`src/hdl/dtr_pkg.sv`:
```
// Shared types, register indexes and reset values for the debounced toggle relay timer.
// No dependencies; used by the top level and its checker.
`timescale 1ns / 1ps

package dtr_pkg;

    localparam int CHANNELS_DEFAULT = 4;

    localparam int DEB_W   = 10;
    localparam int REL_W   = 20;
    localparam int BUZ_W   = 16;
    localparam int BLK_W   = 16;
    localparam int CFG_IDX_W  = 2;
    localparam int CFG_DATA_W = 20;

    typedef logic [DEB_W-1:0]     deb_cnt_t;
    typedef logic [REL_W-1:0]     rel_cnt_t;
    typedef logic [BUZ_W-1:0]     buz_cnt_t;
    typedef logic [BLK_W-1:0]     blk_cnt_t;
    typedef logic [CFG_IDX_W-1:0] cfg_idx_t;

    localparam cfg_idx_t REG_DEBOUNCE = 2'd0;
    localparam cfg_idx_t REG_TIMEOUT  = 2'd1;
    localparam cfg_idx_t REG_BUZZER   = 2'd2;
    localparam cfg_idx_t REG_BLINK    = 2'd3;

    localparam deb_cnt_t DEBOUNCE_RESET = 10'd30;
    localparam rel_cnt_t TIMEOUT_RESET  = 20'd60000;
    localparam buz_cnt_t BUZZER_RESET   = 16'd3000;
    localparam blk_cnt_t BLINK_RESET    = 16'd500;

    function automatic deb_cnt_t sat_inc_deb(input deb_cnt_t v);
        return (v == '1) ? v : v + deb_cnt_t'(1);
    endfunction

    function automatic rel_cnt_t sat_inc_rel(input rel_cnt_t v);
        return (v == '1) ? v : v + rel_cnt_t'(1);
    endfunction

    function automatic buz_cnt_t sat_inc_buz(input buz_cnt_t v);
        return (v == '1) ? v : v + buz_cnt_t'(1);
    endfunction

    function automatic blk_cnt_t sat_inc_blk(input blk_cnt_t v);
        return (v == '1) ? v : v + blk_cnt_t'(1);
    endfunction

endpackage

```
`src/hdl/debounced_toggle_relay_timer_top.sv`:
```
// A tick item is taken into the input register, and its result is written to the result
// register together with the state update; a stalled result side holds both registers.
// One item per cycle while the result side is not stalled; the only loop is the per-tick
// state update, which closes between the input register and the result register.
// Reset (rst_n low, asynchronous): levels high, counters zero, relays and buzzer off,
// LED on, registers at their defaults; no clearing pass is needed. Depends on dtr_pkg.
`timescale 1ns / 1ps

module debounced_toggle_relay_timer_top
    import dtr_pkg::*;
#(
    parameter int CHANNELS = CHANNELS_DEFAULT
)
(
    input  logic                  clk,
    input  logic                  rst_n,
    input  logic                  in_valid,
    output logic                  in_stall,
    input  logic [CHANNELS-1:0]   button_levels,
    output logic                  out_valid,
    input  logic                  out_stall,
    output logic [CHANNELS-1:0]   relay_outputs,
    output logic                  buzzer_on,
    output logic                  status_led,
    input  logic                  cfg_write,
    input  logic [CFG_IDX_W-1:0]  cfg_index,
    input  logic [CFG_DATA_W-1:0] cfg_data
);

    // configuration registers
    deb_cnt_t deb_ticks_reg;
    rel_cnt_t timeout_ticks_reg;
    buz_cnt_t buzzer_ticks_reg;
    blk_cnt_t blink_ticks_reg;

    // input register
    logic                s1_valid_reg;
    logic [CHANNELS-1:0] s1_levels_reg;
    logic                advance;

    // block state
    logic [CHANNELS-1:0] last_reg,   last_next;
    logic [CHANNELS-1:0] stable_reg, stable_next;
    logic [CHANNELS-1:0] relay_reg,  relay_next;
    deb_cnt_t            deb_reg  [CHANNELS];
    deb_cnt_t            deb_next [CHANNELS];
    rel_cnt_t            rel_reg  [CHANNELS];
    rel_cnt_t            rel_next [CHANNELS];
    logic                buzz_reg,     buzz_next;
    buz_cnt_t            buz_cnt_reg,  buz_cnt_next;
    blk_cnt_t            blk_cnt_reg,  blk_cnt_next;
    logic                led_reg,      led_next;
    logic                buzz_req;

    // result register
    logic                out_valid_reg;
    logic [CHANNELS-1:0] out_relay_reg;
    logic                out_buzz_reg;
    logic                out_led_reg;

    assign advance  = !out_valid_reg || !out_stall;
    assign in_stall = s1_valid_reg && !advance;

    always_ff @(posedge clk or negedge rst_n)
    begin
        if (!rst_n)
        begin
            deb_ticks_reg     <= DEBOUNCE_RESET;
            timeout_ticks_reg <= TIMEOUT_RESET;
            buzzer_ticks_reg  <= BUZZER_RESET;
            blink_ticks_reg   <= BLINK_RESET;
        end
        else if (cfg_write)
        begin
            unique case (cfg_index)
                REG_DEBOUNCE: deb_ticks_reg     <= cfg_data[DEB_W-1:0];
                REG_TIMEOUT:  timeout_ticks_reg <= cfg_data[REL_W-1:0];
                REG_BUZZER:   buzzer_ticks_reg  <= cfg_data[BUZ_W-1:0];
                REG_BLINK:    blink_ticks_reg   <= cfg_data[BLK_W-1:0];
                default:      ;
            endcase
        end
    end

    // hold the item while the result register is full and stalled
    always_ff @(posedge clk or negedge rst_n)
    begin
        if (!rst_n)
            s1_valid_reg <= 1'b0;
        else if (!in_stall)
            s1_valid_reg <= in_valid;
    end

    always_ff @(posedge clk)
    begin
        if (in_valid && !in_stall)
            s1_levels_reg <= button_levels;
    end

    // per-tick update: counters advance first, then each channel, heartbeat, buzzer
    always_comb
    begin
        last_next   = s1_levels_reg;
        stable_next = stable_reg;
        relay_next  = relay_reg;
        buzz_req    = 1'b0;
        for (int ch = 0; ch < CHANNELS; ch++)
        begin
            deb_next[ch] = (s1_levels_reg[ch] != last_reg[ch]) ? '0 : sat_inc_deb(deb_reg[ch]);
            rel_next[ch] = sat_inc_rel(rel_reg[ch]);
            if (deb_next[ch] >= deb_ticks_reg && s1_levels_reg[ch] != stable_reg[ch])
            begin
                stable_next[ch] = s1_levels_reg[ch];
                if (!s1_levels_reg[ch])
                begin
                    relay_next[ch] = !relay_reg[ch];
                    if (relay_next[ch])
                    begin
                        rel_next[ch] = '0;
                        buzz_req     = 1'b1;
                    end
                end
            end
            if (relay_next[ch] && rel_next[ch] >= timeout_ticks_reg)
                relay_next[ch] = 1'b0;
        end

        blk_cnt_next = sat_inc_blk(blk_cnt_reg);
        led_next     = led_reg;
        if (blk_cnt_next >= blink_ticks_reg)
        begin
            led_next     = !led_reg;
            blk_cnt_next = '0;
        end

        buz_cnt_next = sat_inc_buz(buz_cnt_reg);
        buzz_next    = buzz_reg;
        if (buzz_req)
        begin
            buzz_next    = 1'b1;
            buz_cnt_next = '0;
        end
        if (buzz_next && buz_cnt_next >= buzzer_ticks_reg)
            buzz_next = 1'b0;
    end

    always_ff @(posedge clk or negedge rst_n)
    begin
        if (!rst_n)
        begin
            last_reg    <= '1;
            stable_reg  <= '1;
            relay_reg   <= '0;
            buzz_reg    <= 1'b0;
            buz_cnt_reg <= '0;
            blk_cnt_reg <= '0;
            led_reg     <= 1'b1;
            for (int ch = 0; ch < CHANNELS; ch++)
            begin
                deb_reg[ch] <= '0;
                rel_reg[ch] <= '0;
            end
        end
        else if (s1_valid_reg && advance)
        begin
            last_reg    <= last_next;
            stable_reg  <= stable_next;
            relay_reg   <= relay_next;
            buzz_reg    <= buzz_next;
            buz_cnt_reg <= buz_cnt_next;
            blk_cnt_reg <= blk_cnt_next;
            led_reg     <= led_next;
            for (int ch = 0; ch < CHANNELS; ch++)
            begin
                deb_reg[ch] <= deb_next[ch];
                rel_reg[ch] <= rel_next[ch];
            end
        end
    end

    always_ff @(posedge clk or negedge rst_n)
    begin
        if (!rst_n)
            out_valid_reg <= 1'b0;
        else if (advance)
            out_valid_reg <= s1_valid_reg;
    end

    always_ff @(posedge clk)
    begin
        if (s1_valid_reg && advance)
        begin
            out_relay_reg <= relay_next;
            out_buzz_reg  <= buzz_next;
            out_led_reg   <= led_next;
        end
    end

    assign out_valid     = out_valid_reg;
    assign relay_outputs = out_relay_reg;
    assign buzzer_on     = out_buzz_reg;
    assign status_led    = out_led_reg;

endmodule

```
`config.mk`:
```
export PLATFORM = sky130hd
export DESIGN_NAME = debounced_toggle_relay_timer_top
export DESIGN_NICKNAME = d
export VERILOG_FILES = /design/src/hdl/dtr_pkg.sv /design/src/hdl/debounced_toggle_relay_timer_top.sv
export SDC_FILE = /design/constraint.sdc
export NUM_CORES = 1
export LEC_CHECK = 0
export BUFFER_PORTS_ARGS = -buffer_cell sky130_fd_sc_hd__buf_2
export CAP_MARGIN = 15
export CORE_MARGIN = 2
export CORE_UTILIZATION = 40
export CTS_CLUSTER_DIAMETER = 40
export DETAILED_ROUTE_END_ITERATION = 16
export SYNTH_ARGS = -nofsm -noshare
export SYNTH_HDL_FRONTEND = slang
export SYNTH_SLANG_ARGS = --single-unit
export TNS_END_PERCENT = 100
```
`constraint.sdc`:
```
create_clock -name clk -period 5.7 [get_ports clk]
set_input_delay 0.855 -clock clk [delete_from_list [all_inputs] [get_ports clk]]
set_output_delay 0.855 -clock clk [all_outputs]
set_load 0.02 [all_outputs]
```
-- Word-level counts from Yosys, hierarchy flattened
Cells that the tools add are included.
W data, S select, Z words.
- bits in registers: 240
- input bits: 31
- word-level logic and storage cells: 155
- magnitude comparators: 10
- reductions and logical operators: 31
- eq/ne operators: 21
- add/subtract/negate cells: 10
- mux-type cells: 55
- operators with widths (operator ; number):
    $mux W20 ; 16
    $add A20 B1 Y20 const B ; 4
    $eq A20 B20 Y1 const B ; 4
    $ge A20 B20 Y1 ; 4
    $mux W10 ; 8
    $mux W16 ; 4
    $add A10 B1 Y10 const B ; 4
    $eq A10 B10 Y1 const B ; 4
    $ge A10 B10 Y1 ; 4
    $add A16 B1 Y16 const B ; 2
    $eq A16 B16 Y1 const B ; 2
    $ge A16 B16 Y1 ; 2
    $mux W1 ; 27
    $reduce_and A2 Y1 ; 8
    $logic_and A1 B1 Y1 ; 12
    $logic_not A1 Y1 ; 9
    $ne A1 B1 Y1 ; 8
    $eq A2 B2 Y1 const B ; 2
    $eq A2 B1 Y1 const B ; 1
    $logic_not A2 Y1 ; 1
    $logic_or A1 B1 Y1 ; 1

-- Logic depth before layout (Yosys ltp)
Gate-level depths: netlist of run 1.
- depth in word-level cells: 19
- depth in mapped cells: 26

-- Least setup slack after synthesis of run 1
Ideal clock, no wire load.
- path kind: reg-to-reg
- start point: reg deb_reg[20] (netlist bit)
- end point: reg out_relay_reg[1], in the netlist relay_outputs[1], data pin
- buffers on the path: 2
- cell stages (with the launch flop): 22
- clock period less this slack: 4.910 ns
- arrival: 4.703 ns
- path slack: 0.790 ns
- required time: 5.493 ns
- cell sequence: dfrtp_1 > ha_1 > inv_1 > nor3_1 > nand2_1 > and4_1 > and3_1 > xnor2_1 > nor2_1 > ha_1 > a41o_1 > o311ai_1 > a211oi_1 > clkbuf_1 > clkbuf_1 > nor2_1 > ha_1 > a21oi_1 > o22ai_1 > nor4b_1 > o21ai_0 > a2111oi_0
- RTL lines (what ; RTL line ; text):
    start, declared ; debounced_toggle_relay_timer_top.sv:45 ; deb_cnt_t deb_reg [CHANNELS];
    start signal, assigned by index ; debounced_toggle_relay_timer_top.sv:175 ; deb_reg[ch] <= deb_next[ch];
    end signal, assigned ; debounced_toggle_relay_timer_top.sv:193 ; out_relay_reg <= relay_next;
    end, declared ; debounced_toggle_relay_timer_top.sv:57 ; logic [CHANNELS-1:0] out_relay_reg;

==> run_results.csv, run 1 <==
group,metric,value,unit
logic_synthesis,synth_top_area_share,29.08,%
global_routing,grt_max_degree,119,
route,routed_wl,44280,um
logic_synthesis,yosysTopAreaCell,"dfrtp_1",
global_routing,grt_pass1_wl,73320,um
global_routing,track_usage,20.63,%
floorplan,rows,75,
place,post_dp_cell_area,17700,um^2
critical_path,required,6.15,ns
sta,relSlewSlack,36.02,%
final_layout,final_common_cell,"nand2_1",
logic_synthesis,synth_seq_area_share,35.96,%
sta,hold_viol,0,
route,drc,0,
critical_path,critPathKind,"reg -> reg",
critical_path,crit_fanout,24,
final_layout,utilization,46.64,%
logic_synthesis,synth_area,16950,um^2
power_and_ir_drop,ir_drop,0.0002400,V
route,drt_iter0_markers,972,
critical_path,worst_setup_path_end_kind,"flip-flop",
run,cap_viol_max_count,0,
logic_synthesis,synth_edf_count,10,
cts,ctsHoldBuffers,0,
sta,fin_crit,5.319,ns
sta,setup_viol,0,
critical_path,start_kind,"flip-flop",
cts,cts_tree,"done",
floorplan,initial_core_util,40.51,%
floorplan,core-area,41850,um^2
cts,htreeDepth,2,
place,dpl_worst_slack,0.3194,ns
final_layout,layout_common_cells,"217 x nand2_1, 197 x dfrtp_1, 193 x nor2_1",
sta,report.final.slew_viol_count,0,
logic_synthesis,yosysWarnings,0,
final_layout,final_cells,2555,
logic_synthesis,syn_nets,2137,
final_layout,nNetsFinal,2167,
route,dr.pass1.iters,5,
critical_path,r2r_slack,0.38,ns
final_layout,largest_reg_flops,80,
critical_path,r2r_cells,23,
final_layout,n_fill_cell,3983,
floorplan,ios,39,
cts,clock_path_buffers,3,
place,gp_congestion,0.8314,
logic_synthesis,synth.area.top_cells,"dfrtp_1 29%, ha_1 12%, dfstp_2 5.1%, o21ai_0 4.8%, nand2_1 4.8%",
final_layout,drive_gt1_share,13.79,%
global_routing,grt-ovfl-total,0,
logic_synthesis,synth_area_per_cell,8.726,um^2
route,ant_nets,0,
floorplan,dieArea,44050,um^2
cts,cts_buffers,51,
route,wire_per_inst,17.33,um
sta,setup_tns,0,ns
sta,fmax,0.1880,GHz
hold_path,hold_path.class,"in -> async",
cts,clk_latency,0.60,ns
global_routing,antenna_found_initial,0,
logic_synthesis,synth-seq-cells,240,
critical_path,cp_data_arrival_time,5.77,ns
logic_synthesis,syn_inst,1943,
critical_path,r2r-start,"deb_reg[30]$_DFFE_PN0P_",
critical_path,r2r_end,"buzzer_on$_DFFE_PP_",
run_status,status,"completed",
power_and_ir_drop,powerDensity,357.3,nW/um^2
cts,root_buffer,"clkbuf_16",
sta,clock_skew,0.02793,ns
place,dp_hpwl,30390,um
floorplan,die_w,209.9,um
cts,cts.clk_slew.worst_paths,0.05,ns
cts,cts_resized,0,
global_routing,first_global_vias,13900,
final_layout,syn_to_final_growth,15.13,%
sta,worst_slew_pin_slew,0.9597,ns
sta,fin_ws,0.3812,ns
floorplan,die_h,209.9,um
route,viasPerCell,5.591,
place,dp_cells,2458,
logic_synthesis,synth_cell_type_count,74,
route,route.vias.total,14280,
power_and_ir_drop,leakagePower,0.008771,uW
cts,postCtsSetupRepairBufs,0,
sta,rsz0062_at_grt,"no",
cts,clock_sinks,240,
logic_synthesis,synth_ff_type,"dfrtp_1",
sta,fin_crit_sh,93.31,%
final_layout,final_area,19520,um^2
final_layout,n_antenna_cell,0,
logic_synthesis,async_reset_ff_share,95.83,%
place,portBuffers,38,
==> kinds of logic (layout without fill, tap and decap cells) <==
family / Yosys count / in the layout / share of synthesized area, %
buffers and inverters: 167 / 240 / 3.874
xor gates and xnor gates: 111 / 111 / 5.734
adders and majority gates: 163 / 163 / 12.03
muxes: 81 / 81 / 5.292
and+or+nand+nor: 706 / 706 / 19.52
AOI/OAI and AO/OA: 475 / 475 / 17.59
DFF: 240 / 240 / 35.96
==> stage by stage <==
step | total power [uW] | hold WS, ns
final | 6974 | 0.3875
after global routing | 7403 | 0.4225
after CTS | 7043 | 0.4102
after detailed placement | 3918 | 0.4784
after global placement | 3851 | 0.4692
after floorplan | 3433 | 0.4574
==> cell usage after synthesis, types with 6 or more instances <==
library cell  count
nand3_1          84
nor2b_1          22
o21a_1           14
nand2_1         218
buf_1             6
inv_1            88
buf_2            11
xnor2_1          67
or3_1             6
a31oi_1          26
dfrtp_1         197
ha_1            163
and2_1            9
mux2i_1          12
a21oi_1         107
a211oi_1         13
a21o_1           25
a41o_1            8
nand4_1          35
o21ai_0         164
nor4_1            8
nand2b_1         25
nand3b_1          7
mux2_2           69
o31ai_1          41
nor3_1           42
a22o_1           18
edfxtp_1         10
or2_2             6
xor2_1           44
dfstp_2          33
and4_1           10
and3_1           26
nor2_1          193
clkbuf_1         58
==> where the power goes <==
group	internal (uW)	switching, uW	total, uW
Combinational	667	933	1600
Sequential	2020	290	2310
Clock	1980	1090	3070
==> final cells by class <==
class / count / area (um^2) / area share, %
Clock inverter: 35 / 409.1 / 2.096
Inverter: 89 / 336.6 / 1.724
Clock buffer: 61 / 1375 / 7.045
Tap cell: 539 / 674.4 / 3.455
Timing Repair Buffer: 55 / 364.1 / 1.865
Multi-Input combinational cell: 1536 / 10260 / 52.58
Sequential cell: 240 / 6097 / 31.24
==> worst max path at each step <==
stage | startpoint | endpoint | cells after the start
floorplan | deb_reg[20]$_DFFE_PN0P_ | relay_outputs[1]$_DFFE_PP_ | 21
detailed placement | deb_reg[20]$_DFFE_PN0P_ | relay_outputs[1]$_DFFE_PP_ | 21
finish | deb_reg[30]$_DFFE_PN0P_ | buzzer_on$_DFFE_PP_ | 23
global route | deb_reg[21]$_DFFE_PN0P_ | relay_outputs[1]$_DFFE_PP_ | 21
CTS | deb_reg[20]$_DFFE_PN0P_ | relay_outputs[1]$_DFFE_PP_ | 21
global placement | deb_reg[20]$_DFFE_PN0P_ | relay_outputs[1]$_DFFE_PP_ | 21
==> routing by layer <==
layer,GRT usage [%],up-vias,part of all wire (%)
met1,28.16,6879,47
met3,3.127,88,4.3
met2,33.52,261,46
met4,6.945,0,2.6
li1,-,7056,-
met5,0,-,0
==> worst max-delay path: stages (launching register included) <==
cell and delay (ns):
dfrtp_1 0.42, ha_1 0.20, inv_1 0.07, nor2_1 0.19, nand3_1 0.21, and4_1 0.30, and3_1 0.23, xnor2_1 0.15
nor2_1 0.07, ha_1 0.20, or4_1 0.52, a211oi_2 0.37, nor2_1 0.07, a2111o_1 0.57, buf_4 0.30, nor2_1 0.14
ha_1 0.24, o21a_1 0.18, o21ai_0 0.17, nand2b_1 0.07, a21oi_1 0.13, o21ai_0 0.09, o21a_1 0.13, a21oi_1 0.14
Power figures use the tool's default switching activity.
==> run 2, diff against run 1 <==
Settings changed: GPL_TIMING_DRIVEN set to 0.
==> run_results.csv, run 2 (synthesized netlist as in run 1, its figures left out) <==
group,metric,value,unit
cts,cts_buffers,47,
floorplan,dieArea,44050,um^2
sta,setup_viol,0,
cts,ctsHoldBuffers,0,
cts,cts_tree,"done",
floorplan,rows,75,
final_layout,largest_reg_flops,80,
global_routing,grt_pass1_wl,80540,um
final_layout,final_common_cell,"nand2_1",
critical_path,cp_data_arrival_time,5.73,ns
place,post_dp_cell_area,17900,um^2
sta,fin_crit_sh,95.00,%
critical_path,start_kind,"flip-flop",
sta,relSlewSlack,33.50,%
run,cap_viol_max_count,0,
sta,worst_slew_pin_slew,0.9974,ns
floorplan,die_w,209.9,um
final_layout,n_antenna_cell,0,
route,viasPerCell,5.674,
place,dp_hpwl,36490,um
final_layout,final_area,19690,um^2
cts,htreeDepth,2,
final_layout,nNetsFinal,2231,
route,drt_iter0_markers,1121,
final_layout,layout_common_cells,"217 x nand2_1, 196 x dfrtp_1, 192 x nor2_1",
critical_path,required,6.01,ns
final_layout,syn_to_final_growth,16.11,%
hold_path,hold_path.class,"in -> async",
final_layout,drive_gt1_share,13.87,%
place,gp_congestion,0.8974,
sta,report.final.slew_viol_count,0,
critical_path,critPathKind,"reg -> reg",
power_and_ir_drop,powerDensity,348.3,nW/um^2
global_routing,first_global_vias,14480,
route,drc,0,
floorplan,ios,39,
cts,clock_path_buffers,3,
route,dr.pass1.iters,6,
floorplan,core-area,41850,um^2
sta,setup_tns,0,ns
cts,root_buffer,"clkbuf_16",
critical_path,crit_path_frequent_cell,"ha_1",
critical_path,critical_path.max_stage_delay,0.57,ns
power_and_ir_drop,ir_drop,0.0002266,V
global_routing,grt-ovfl-total,0,
route,ant_nets,0,
final_layout,n_fill_cell,4021,
place,portBuffers,38,
route,routed_wl,50760,um
route,wire_per_inst,19.41,um
run_status,status,"completed",
critical_path,path_cells,"ha_1 > inv_1 > nor2_2 > nand3_2 > and4_1 > and3_1 > xnor2_1 > nor2_1 > ha_1 > or4_1 > a211oi_4 > buf_4 > nor3_4 > clkbuf_2 > nor2_1 > o21a_1 > ha_1 > nand2_1 > o21ai_0 > nand4_1 > a31oi_1 > o21ai_0 > a2111oi_2 > nor3_1",
cts,cts.clk_slew.worst_paths,0.05,ns
sta,fmax,0.1847,GHz
global_routing,grt_max_degree,112,
sta,hold_viol,0,
cts,clk_latency,0.58,ns
critical_path,slowest_stage,"or4_1",
critical_path,crit_fanout,10,
cts,clock_sinks,240,
sta,hold_ws,0.1535,ns
global_routing,antenna_found_initial,0,
global_routing,track_usage,23.42,%
sta,clock_skew,0.01455,ns
power_and_ir_drop,leakagePower,0.008874,uW
critical_path,worst_setup_path_end_kind,"flip-flop",
sta,rsz0062_at_grt,"no",
floorplan,die_h,209.9,um
route,route.vias.total,14840,
sta,fin_crit,5.415,ns
floorplan,initial_core_util,40.51,%
[run 2: cell types whose count changed in the layout (fill, tap and decap cells not counted), moves of 3 or more]
| cell | delta |
|---|---|
| clkbuf_16 | -3 |
| buf_1 | +4 |
| inv_6 | -4 |
| buf_4 | -9 |
| buf_2 | +12 |
| clkbuf_1 | +55 |
| clkinv_1 | +3 |
| clkinv_4 | -5 |
| clkbuf_2 | +8 |
| clkinvlp_4 | -4 |
[run 2: power breakdown]
part / total, uW / leakage (uW) / internal, uW / switching [uW]
Combinational: 1770 / 0.00505 / 697 / 1070
Sequential: 2250 / 0.00304 / 2020 / 235
Clock: 2840 / 0.000790 / 1870 / 965
[run 2: worst max-delay path: cells and delay by family, from the launching register on]
family,cells,cell delay (ns)
AOI/OAI and AO/OA,6,1.39
buffers and inverters,3,0.51
adders and majority gates,3,0.58
xor gates and xnor gates,1,0.16
DFF,1,0.44
and+or+nand+nor,11,2.06
[run 2: cell type report]
class / count / area [um^2] / area share [%]
Buffer: 77 / 335.3 / 1.703
Timing Repair Buffer: 46 / 305.3 / 1.551
Sequential cell: 240 / 6098 / 30.98
Inverter: 89 / 334.1 / 1.697
Multi-Input combinational cell: 1536 / 10320 / 52.45
Clock buffer: 65 / 1346 / 6.839
Tap cell: 539 / 674.4 / 3.426
Clock inverter: 23 / 266.5 / 1.354
[run 2: stage by stage]
| step | utilization [%] | power, uW | setup WS (ns) | cells |
|---|---|---|---|---|
| final | 47.03 | 6857 | 0.2849 | 2615 |
| after global routing | 47.03 | 7268 | 0.001219 | 2615 |
| after CTS | 46.82 | 6881 | 0.004495 | 2614 |
| after detailed placement | 42.78 | 3995 | -1.070 | 2524 |
| after global placement | 42.57 | 3930 | -1.136 | 2520 |
| after floorplan | - | 3433 | 0.7896 | 1943 |
[run 2: per-layer routing]
| layer | up-vias | GRT usage, % | share of wire (%) |
|---|---|---|---|
| met3 | 103 | 3.876 | 5.4 |
| met1 | 7181 | 31.55 | 45 |
| met5 | - | 0 | 0 |
| li1 | 7179 | - | - |
| met2 | 374 | 37.78 | 46 |
| met4 | 0 | 8.926 | 3.1 |
[run 2: path summary, 6_finish.rpt]
check                                        start                    endpoint  slack [ns]  depth (start not counted)
min                                          rst_n     rel_reg[71]$_DFFE_PN0P_        0.15                          1
max in group asynchronous                    rst_n     deb_reg[10]$_DFFE_PN0P_        4.21                          3
max                        deb_reg[30]$_DFFE_PN0P_  relay_outputs[0]$_DFFE_PP_        0.28                         24
max reg2reg                deb_reg[30]$_DFFE_PN0P_  relay_outputs[0]$_DFFE_PP_        0.28                         24
min reg2reg                last_reg[2]$_DFFE_PN1P_     last_reg[2]$_DFFE_PN1P_        0.48                          2
min in group clk                  button_levels[0]      last_next[0]$_DFFE_PP_        0.45                          1
[run 2: timing repair]
action,4_1_cts,5_1_grt
resized for setup,17,25
endpoints found under the setup margin,10,9
cloned,0,0
setup buffers,2,2
pin swaps,2,6
